==> src/rtl/gbts_pkg.sv <==
// ----------------------------------------------------------------------------
// gbts_pkg
// Shared constants, command and status codes, and the result bundle of the
// gap buffer text store.
// ----------------------------------------------------------------------------
package gbts_pkg;

    // Store size and derived widths
    localparam int CAPACITY = 64;
    localparam int AW       = $clog2(CAPACITY);        // store address bits
    localparam int CW       = $clog2(CAPACITY + 1);    // count bits (0..CAPACITY)
    localparam int SW       = (CW + 2 > 18) ? CW + 2 : 18;  // signed compare/sum bits

    // Command codes
    localparam logic [2:0] CMD_MOVE    = 3'd0;
    localparam logic [2:0] CMD_ADVANCE = 3'd1;
    localparam logic [2:0] CMD_INSERT  = 3'd2;
    localparam logic [2:0] CMD_DELETE  = 3'd3;
    localparam logic [2:0] CMD_READ    = 3'd4;

    // Status codes
    localparam logic [1:0] STAT_OK    = 2'd0;
    localparam logic [1:0] STAT_FULL  = 2'd1;
    localparam logic [1:0] STAT_NODEL = 2'd2;
    localparam logic [1:0] STAT_RANGE = 2'd3;

    // One result item from the core
    typedef struct packed {
        logic [7:0] char_out;
        logic [1:0] status;
        logic [6:0] text_length;
        logic [6:0] cursor_pos;
    } gbts_res_t;

endpackage

==> src/rtl/gbts_ram.sv <==
// ----------------------------------------------------------------------------
// gbts_ram
// Simple dual-port synchronous RAM: one write port, one read port with a
// registered read.
// ----------------------------------------------------------------------------
module gbts_ram #(
    parameter int DEPTH = 64,
    parameter int WIDTH = 8,
    parameter int AW    = $clog2(DEPTH)
) (
    input  logic             aclk,
    input  logic             wr_en,
    input  logic [AW-1:0]    wr_addr,
    input  logic [WIDTH-1:0] wr_data,
    input  logic             rd_en,
    input  logic [AW-1:0]    rd_addr,
    output logic [WIDTH-1:0] rd_data
);

    logic [WIDTH-1:0] mem [DEPTH];

    // write port
    always_ff @(posedge aclk) begin
        if (wr_en) begin
            mem[wr_addr] <= wr_data;
        end
    end

    // registered read port
    always_ff @(posedge aclk) begin
        if (rd_en) begin
            rd_data <= mem[rd_addr];
        end
    end

endmodule

==> src/rtl/gbts_core.sv <==
// ----------------------------------------------------------------------------
// gbts_core
// Command sequencer of the gap buffer: cursor and length bookkeeping, the
// one-character-per-cycle gap relocation, and the store accesses.
// ----------------------------------------------------------------------------
module gbts_core (
    input  logic                    aclk,
    input  logic                    aresetn,
    input  logic                    s_valid,
    output logic                    s_ready,
    input  logic [2:0]              s_cmd,
    input  logic signed [15:0]      s_position,
    input  logic [7:0]              s_char_in,
    output logic                    res_valid,
    input  logic                    res_take,
    output gbts_pkg::gbts_res_t     res
);

    localparam int AW = gbts_pkg::AW;
    localparam int CW = gbts_pkg::CW;
    localparam int SW = gbts_pkg::SW;

    localparam logic [2:0] ST_IDLE  = 3'd0;
    localparam logic [2:0] ST_SHIFT = 3'd1;
    localparam logic [2:0] ST_OP    = 3'd2;
    localparam logic [2:0] ST_READ  = 3'd3;
    localparam logic [2:0] ST_DONE  = 3'd4;

    logic [2:0]    state_reg, state_next;
    logic [2:0]    cmd_reg, cmd_next;
    logic [7:0]    ch_reg, ch_next;
    logic [CW-1:0] gf_reg, gf_next;      // gap first
    logic [CW-1:0] ga_reg, ga_next;      // gap after
    logic [CW-1:0] cur_reg, cur_next;
    logic [CW-1:0] len_reg, len_next;
    logic          pend_valid_reg, pend_valid_next;
    logic [AW-1:0] pend_addr_reg, pend_addr_next;
    logic [7:0]    res_char_reg, res_char_next;
    logic [1:0]    res_status_reg, res_status_next;

    // store ports
    logic          wr_en;
    logic [AW-1:0] wr_addr;
    logic [7:0]    wr_data;
    logic          rd_en;
    logic [AW-1:0] rd_addr;
    logic [7:0]    rd_data;

    // arithmetic helpers
    logic signed [SW-1:0] pos_ext;
    logic signed [SW-1:0] len_ext;
    logic signed [SW-1:0] cur_ext;
    logic signed [SW-1:0] tgt;
    logic [CW-1:0]        tgt_clamped;
    logic                 read_oob;
    logic [CW-1:0]        read_pos;
    logic [CW-1:0]        read_phys;
    logic [CW-1:0]        gf_dec;
    logic [CW-1:0]        ga_dec;

    gbts_ram #(
        .DEPTH (gbts_pkg::CAPACITY),
        .WIDTH (8)
    ) u_ram (
        .aclk    (aclk),
        .wr_en   (wr_en),
        .wr_addr (wr_addr),
        .wr_data (wr_data),
        .rd_en   (rd_en),
        .rd_addr (rd_addr),
        .rd_data (rd_data)
    );

    // position extension, cursor target and clamp to 0..length
    always_comb begin
        pos_ext = {{(SW-16){s_position[15]}}, s_position};
        len_ext = {{(SW-CW){1'b0}}, len_reg};
        cur_ext = {{(SW-CW){1'b0}}, cur_reg};
        tgt     = (s_cmd == gbts_pkg::CMD_ADVANCE) ? cur_ext + pos_ext : pos_ext;
        if (tgt[SW-1]) begin
            tgt_clamped = '0;
        end else if (tgt > len_ext) begin
            tgt_clamped = len_reg;
        end else begin
            tgt_clamped = tgt[CW-1:0];
        end
        read_oob  = pos_ext[SW-1] || (pos_ext >= len_ext);
        read_pos  = pos_ext[CW-1:0];
        read_phys = (read_pos < gf_reg) ? read_pos : read_pos + (ga_reg - gf_reg);
        gf_dec    = gf_reg - 1'b1;
        ga_dec    = ga_reg - 1'b1;
    end

    // sequencer
    always_comb begin
        state_next      = state_reg;
        cmd_next        = cmd_reg;
        ch_next         = ch_reg;
        gf_next         = gf_reg;
        ga_next         = ga_reg;
        cur_next        = cur_reg;
        len_next        = len_reg;
        pend_valid_next = pend_valid_reg;
        pend_addr_next  = pend_addr_reg;
        res_char_next   = res_char_reg;
        res_status_next = res_status_reg;
        s_ready         = 1'b0;
        res_valid       = 1'b0;
        wr_en           = 1'b0;
        wr_addr         = pend_addr_reg;
        wr_data         = rd_data;
        rd_en           = 1'b0;
        rd_addr         = '0;

        case (state_reg)
            ST_IDLE: begin
                s_ready = 1'b1;
                if (s_valid) begin
                    cmd_next        = s_cmd;
                    ch_next         = s_char_in;
                    res_char_next   = '0;
                    res_status_next = gbts_pkg::STAT_OK;
                    state_next      = ST_DONE;
                    case (s_cmd)
                        gbts_pkg::CMD_MOVE, gbts_pkg::CMD_ADVANCE: begin
                            cur_next = tgt_clamped;
                        end
                        gbts_pkg::CMD_INSERT: begin
                            state_next = ST_SHIFT;
                        end
                        gbts_pkg::CMD_DELETE: begin
                            if (cur_reg == '0) begin
                                res_status_next = gbts_pkg::STAT_NODEL;
                            end else begin
                                state_next = ST_SHIFT;
                            end
                        end
                        gbts_pkg::CMD_READ: begin
                            if (read_oob) begin
                                res_status_next = gbts_pkg::STAT_RANGE;
                            end else begin
                                rd_en      = 1'b1;
                                rd_addr    = read_phys[AW-1:0];
                                state_next = ST_READ;
                            end
                        end
                        default: begin
                            // unused codes: no operation
                        end
                    endcase
                end
            end

            // move the gap one character per cycle; write lags read by one character
            ST_SHIFT: begin
                wr_en           = pend_valid_reg;
                pend_valid_next = 1'b0;
                if (gf_reg < cur_reg) begin
                    rd_en           = 1'b1;
                    rd_addr         = ga_reg[AW-1:0];
                    pend_addr_next  = gf_reg[AW-1:0];
                    pend_valid_next = 1'b1;
                    gf_next         = gf_reg + 1'b1;
                    ga_next         = ga_reg + 1'b1;
                end else if (gf_reg > cur_reg) begin
                    rd_en           = 1'b1;
                    rd_addr         = gf_dec[AW-1:0];
                    pend_addr_next  = ga_dec[AW-1:0];
                    pend_valid_next = 1'b1;
                    gf_next         = gf_dec;
                    ga_next         = ga_dec;
                end else if (!pend_valid_reg) begin
                    state_next = ST_OP;
                end
            end

            ST_OP: begin
                if (cmd_reg == gbts_pkg::CMD_INSERT) begin
                    state_next = ST_DONE;
                    if (gf_reg == ga_reg) begin
                        res_status_next = gbts_pkg::STAT_FULL;
                    end else begin
                        wr_en   = 1'b1;
                        wr_addr = gf_reg[AW-1:0];
                        wr_data = ch_reg;
                        gf_next = gf_reg + 1'b1;
                        len_next = len_reg + 1'b1;
                    end
                end else begin
                    // delete the character before the gap
                    rd_en    = 1'b1;
                    rd_addr  = gf_dec[AW-1:0];
                    gf_next  = gf_dec;
                    len_next = len_reg - 1'b1;
                    if (cur_reg == len_reg) begin
                        cur_next = len_reg - 1'b1;
                    end
                    state_next = ST_READ;
                end
            end

            ST_READ: begin
                res_char_next = rd_data;
                state_next    = ST_DONE;
            end

            ST_DONE: begin
                res_valid = 1'b1;
                if (res_take) begin
                    state_next = ST_IDLE;
                end
            end

            default: begin
                state_next = ST_IDLE;
            end
        endcase
    end

    // control state
    always_ff @(posedge aclk) begin
        if (!aresetn) begin
            state_reg      <= ST_IDLE;
            gf_reg         <= '0;
            ga_reg         <= CW'(gbts_pkg::CAPACITY);
            cur_reg        <= '0;
            len_reg        <= '0;
            pend_valid_reg <= 1'b0;
        end else begin
            state_reg      <= state_next;
            gf_reg         <= gf_next;
            ga_reg         <= ga_next;
            cur_reg        <= cur_next;
            len_reg        <= len_next;
            pend_valid_reg <= pend_valid_next;
        end
    end

    // payload
    always_ff @(posedge aclk) begin
        cmd_reg        <= cmd_next;
        ch_reg         <= ch_next;
        pend_addr_reg  <= pend_addr_next;
        res_char_reg   <= res_char_next;
        res_status_reg <= res_status_next;
    end

    assign res.char_out    = res_char_reg;
    assign res.status      = res_status_reg;
    assign res.text_length = 7'(len_reg);
    assign res.cursor_pos  = 7'(cur_reg);

endmodule

==> src/rtl/gap_buffer_text_store.sv <==
// ----------------------------------------------------------------------------
// gap_buffer_text_store
// Sequence: move, advance, unused codes, refused deletes and out-of-range reads
//   go straight to the result state; a read passes through a read state; insert
//   first relocates the gap to the cursor, one character moved per cycle, then
//   writes; delete relocates the gap, then reads the removed character back.
// Throughput: one item at a time; the next item is taken the cycle after the
//   current result is loaded into the output register. Gap relocation sets
//   the worst case.
// Reset: synchronous active-low aresetn empties the text (gap spans the store).
// ----------------------------------------------------------------------------
module gap_buffer_text_store (
    input  logic               aclk,
    input  logic               aresetn,
    input  logic               s_valid,
    output logic               s_ready,
    input  logic [2:0]         s_cmd,
    input  logic signed [15:0] s_position,
    input  logic [7:0]         s_char_in,
    output logic               m_valid,
    input  logic               m_ready,
    output logic [7:0]         m_char_out,
    output logic [1:0]         m_status,
    output logic [6:0]         m_text_length,
    output logic [6:0]         m_cursor_pos
);

    gbts_pkg::gbts_res_t res;
    logic                res_valid;
    logic                res_take;
    logic                m_valid_reg, m_valid_next;
    gbts_pkg::gbts_res_t out_reg;

    gbts_core u_core (
        .aclk       (aclk),
        .aresetn    (aresetn),
        .s_valid    (s_valid),
        .s_ready    (s_ready),
        .s_cmd      (s_cmd),
        .s_position (s_position),
        .s_char_in  (s_char_in),
        .res_valid  (res_valid),
        .res_take   (res_take),
        .res        (res)
    );

    // output register
    assign res_take = res_valid && (!m_valid_reg || m_ready);

    always_comb begin
        if (res_take) begin
            m_valid_next = 1'b1;
        end else if (m_ready) begin
            m_valid_next = 1'b0;
        end else begin
            m_valid_next = m_valid_reg;
        end
    end

    always_ff @(posedge aclk) begin
        if (!aresetn) begin
            m_valid_reg <= 1'b0;
        end else begin
            m_valid_reg <= m_valid_next;
        end
    end

    always_ff @(posedge aclk) begin
        if (res_take) begin
            out_reg <= res;
        end
    end

    assign m_valid       = m_valid_reg;
    assign m_char_out    = out_reg.char_out;
    assign m_status      = out_reg.status;
    assign m_text_length = out_reg.text_length;
    assign m_cursor_pos  = out_reg.cursor_pos;

    // checks
    a_full_len: assert property (@(posedge aclk) disable iff (!aresetn)
        (m_valid && m_status == gbts_pkg::STAT_FULL)
            |-> (m_text_length == 7'(gbts_pkg::CAPACITY)))
        else $error("full status with text not at capacity");

    a_cursor_le_len: assert property (@(posedge aclk) disable iff (!aresetn)
        m_valid |-> (m_cursor_pos <= m_text_length))
        else $error("cursor beyond text length");

    a_nodel_cursor: assert property (@(posedge aclk) disable iff (!aresetn)
        (m_valid && m_status == gbts_pkg::STAT_NODEL) |-> (m_cursor_pos == 7'd0))
        else $error("nothing-to-delete with cursor not at zero");

    a_fail_char: assert property (@(posedge aclk) disable iff (!aresetn)
        (m_valid && m_status != gbts_pkg::STAT_OK) |-> (m_char_out == 8'd0))
        else $error("failed command returned a character");

endmodule

==> config.mk <==
export PLATFORM = sky130hd
export DESIGN_NAME = gap_buffer_text_store
export DESIGN_NICKNAME = d
export VERILOG_FILES = /design/src/rtl/gbts_pkg.sv /design/src/rtl/gbts_ram.sv /design/src/rtl/gbts_core.sv /design/src/rtl/gap_buffer_text_store.sv
export SDC_FILE = /design/constraint.sdc
export NUM_CORES = 1
export LEC_CHECK = 0
export BUFFER_PORTS_ARGS = -buffer_cell sky130_fd_sc_hd__buf_2
export CAP_MARGIN = 25
export CORE_MARGIN = 1
export CORE_UTILIZATION = 50
export DETAILED_ROUTE_END_ITERATION = 7
export GPL_TIMING_DRIVEN = 0
export PLACE_DENSITY_LB_ADDON = 0.1
export SYNTH_ARGS = -nofsm -noshare
export SYNTH_HDL_FRONTEND = slang
export SYNTH_HIERARCHICAL = 1
export SYNTH_SLANG_ARGS = --single-unit
==> constraint.sdc <==
create_clock -name aclk -period 5.5 [get_ports aclk]
set_input_delay 1.1 -clock aclk [delete_from_list [all_inputs] [get_ports aclk]]
set_output_delay 1.1 -clock aclk [all_outputs]
set_load 0.02 [all_outputs]
==> flow_summary.ini <==
[global_route]
use_met1_pct = 36.2
global_route.usage.total_pct = 25.7
global_route.usage.met2_pct = 41.1
grt_pass1_wl_mm = 98.8
grt_antenna_before_repair = 2
largest_net_degree_at_the_start_of_global_routing = 57
number_of_global_route_vias_before_repair = 14819
use_met3_pct = 4.36
global_route.overflow_total = 0
top_usage_layer = met2

[cells_and_area]
fillerInstances = 3975
number_of_flip_flops_in_the_largest_register = 512
n_antenna_cell = 0
finish.net_count = 1789
syn_to_final_growth_pct = 13.6
final_cell_count_no_fill = 2438
share_of_final_layout_standard_cells_stronger_than_drive_strength_1_pct = 21.2
layout_cell_area_excl_fill_mm2 = 0.0297
registers.top_by_ff_count = u_core/u_ram/mem

[clocking]
hold_buffers = 0
clk_transition_reported_paths_ns = 0.06
numClockSinks = 604
numCtsBuffers = 61
cts_max_path_buffers = 3
tritoncts_clock_tree = built
clock_tree.htree_level_count = 2
latest_clock_arrival_within_the_worst_skew_pair_ns = 0.63
cts_root_buffer = clkbuf_16

[synthesis]
syn-instance-count = 1573
yosys_warnings = 6
syn_avg_cell_area_um2 = 16.6
synth.largest_area_cell = edfxtp_1
synth_seq_area_share_pct = 68.0
synth_top_area_cells = edfxtp_1 66%, mux4_2 11%, dfxtp_1 2.5%
synthesis.nets = 1656
synthArstFlopShare_pct = 0
synth-edff-count = 571
netlist_area_mm2 = 0.0262
synth.distinct_cells = 70
ys_ff_latch = 604
synth_top_flop_cell = edfxtp_1
synth_top_cell_area_share_pct = 65.5

[drt]
post_drt_wl_per_cell_um = 27.4
overall_via_count_from_detail_route = 14909
post_drt_via_cell_ratio = 6.12
drtPass1Iterations = 5
detail_route.wirelength_mm = 66.7
drt_drc_violations_left = 0
detailedRoute.firstIterationViolations = 1656
detail-route-antenna-nets = 0

[timing]
slew_headroom_pct = 29.1
final.period_utilization_pct = 97.4
min_period_ns = 5.36
report.final.setup_viol = 0
setup_repair_after_global_routing_missed_its_margin = false
tightest_slew_ns = 1.06
worst_hold_slack_ns = 0.424
timing_hold_violations_final = 0
clock.fmax_mhz = 187
finClkSkew_ns = 0.0243
final_critical_path_setup_slack_ns = 0.141
finalMaxSlewViolations = 0

[floorplan]
die_area_mm2 = 0.0533
placeableCoreArea_mm2 = 0.0515
floorplan.die.height_um = 231
io_pins = 57
start_util_pct = 50.8
std_cell_rows = 83
fp.dieW_um = 231

[critical_path]
crit_arrival_ns = 5.69
worstSetupStartpointType = primary input
worst_setup_path_startpoint = s_position[0]
timing.critical_path.required_ns = 5.83
max_fanout_on_critical_path = 10
path_cells = buf_2 -> inv_1 -> ha_1 -> nand2b_1 -> a21o_1 -> a21o_1 -> a21o_1 -> a21o_1 -> a21o_1 -> nand2_1 -> nand4_1 -> buf_4 -> o21ai_2 -> buf_6 -> buf_4 -> buf_4 -> mux2_2 -> o221ai_1 -> nor2_1 -> nor3_1 -> o32ai_1
cp_most_frequent_cell = a21o_1
cp-end-kind = flip-flop
path_class = primary input to flip-flop
critPathSlowestCell = nor3_1
worst_path_largest_cell_delay_ns = 0.48
rr_startpoint = u_core/ga_reg[0]

[job]
timing.max_cap.violations = 0

[placement]
routabilityCongestion = 0.932
placed_cells = 2323
placement.cell_area_mm2 = 0.0275
place.detailed.hpwl_mm = 46.8
post-place-ws_ns = -1.10
port_buffers = 56

[power]
p_total_mw = 18.3
total_leakage_power_nw = 9.76
power.density_cell_area_mw_per_mm2 = 616
ir_worst_vdd_uv = 319

[min_path]
timing.hold.worst.class = flip-flop to flip-flop
hp-start = u_core/res_char_reg[6]

[run_status]
run_status = completed
==> routing by layer <==
| metal | share of wire, % | routed length (µm) | vias to the layer above |
|---|---|---|---|
| met3 | 7.1 | 4720 | 106 |
| met5 | 0.094 | 63 | - |
| met2 | 47 | 31700 | 566 |
| met1 | 43 | 28400 | 7729 |
| met4 | 2.8 | 1840 | 4 |
| li1 | - | - | 6504 |
==> cell type report <==
class	instances	area (µm²)	share of cell area, %
Sequential cell	604	17800	59.9
Multi-Input combinational cell	845	7790	26.2
Clock inverter	45	532	1.79
Clock buffer	70	1590	5.35
Inverter	47	176	0.593
Timing Repair Buffer	72	529	1.78
Tap cell	680	851	2.86
Buffer	75	452	1.52
==> cell families after synthesis <==
| kind of cell | count (synthesis) | synth area share, % |
|---|---|---|
| flops | 604 | 68.0 |
| simple gates | 351 | 6.53 |
| compound gates | 197 | 5.20 |
| mux | 192 | 13.5 |
| buf+inv | 124 | 2.33 |
| xor+xnor | 53 | 1.77 |
| fa+ha+maj | 52 | 2.66 |
==> worst max-delay path: cells and delay by family <==
kind,cells,cell delay [ns]
fa+ha+maj,1,0.28
buf+inv,6,1.35
simple gates,5,0.96
compound gates,8,1.61
mux,1,0.38
==> synthesized netlist by cell type, types with 4 or more instances <==
library cell	n
a221oi_1	6
o211a_1	7
a22oi_1	5
o21a_1	10
o22ai_1	11
nand3_1	35
mux2i_1	43
buf_2	14
buf_6	6
ha_1	46
nor3_1	23
nand4_1	10
o221ai_1	12
inv_1	46
o2bb2ai_1	4
buf_4	13
and3_1	8
dfxtp_1	33
nand2_1	72
a2111oi_0	4
nor2b_1	22
a21oi_1	21
a31oi_1	6
o21ai_0	46
buf_1	4
xnor2_1	36
mux2_2	23
clkbuf_1	38
nor4_1	9
o21ai_1	6
and2_1	23
fa_1	6
mux4_2	126
edfxtp_1	571
a21o_1	20
xor2_1	17
a21boi_0	5
nand3b_1	5
nand2b_1	12
a211oi_1	6
nor2_1	112
==> power breakdown <==
| group | internal, mW | total, mW | leakage [nW] | switching [mW] |
|---|---|---|---|---|
| clock | 2.59 | 4.36 | 1.04 | 1.76 |
| sequential | 6.02 | 6.22 | 5.43 | 0.199 |
| combinational | 2.95 | 7.74 | 3.29 | 4.79 |
| total | 11.6 | 18.3 | 9.76 | 6.76 |
==> repair_timing <==
| item | 4_1_cts | 5_1_grt |
|---|---|---|
| resized for setup | 13 | 15 |
| pin swaps | 1 | 0 |
| endpoints found under the setup margin | 8 | 8 |
| setup buffers | 1 | 0 |
==> final timing paths <==
kind	cells past startpoint	slack, ns	to
max	21	0.14	u_core/u_ram/rd_data[4]
min	0	0.42	m_char_out[6]
max reg2reg	11	0.18	u_core/u_ram/mem[15][3]
min reg2reg	0	0.42	m_char_out[6]
==> per-stage QoR <==
| stage | util [%] | setup TNS, ns |
|---|---|---|
| final | 57.7 | 0 |
| after global routing | 57.7 | 0 |
| after CTS | 57.7 | 0 |
| after detailed placement | 53.5 | -7.28 |
| after global placement | 53.0 | -10.16 |
| after floorplan | - | 0 |
==> placed cells by master, fill, tap and decap left out, drive strengths merged, types with 31 or more instances in the layout <==
cell and instances:
clkinv 31, nand2 72, ha 46, o21ai 52, buf 106, mux2i 43
dfxtp 33, clkbuf 111, inv 48, xnor2 36, nand3 35, mux4 126
edfxtp 571, nor2 112
(Power assumes the default switching activity.)
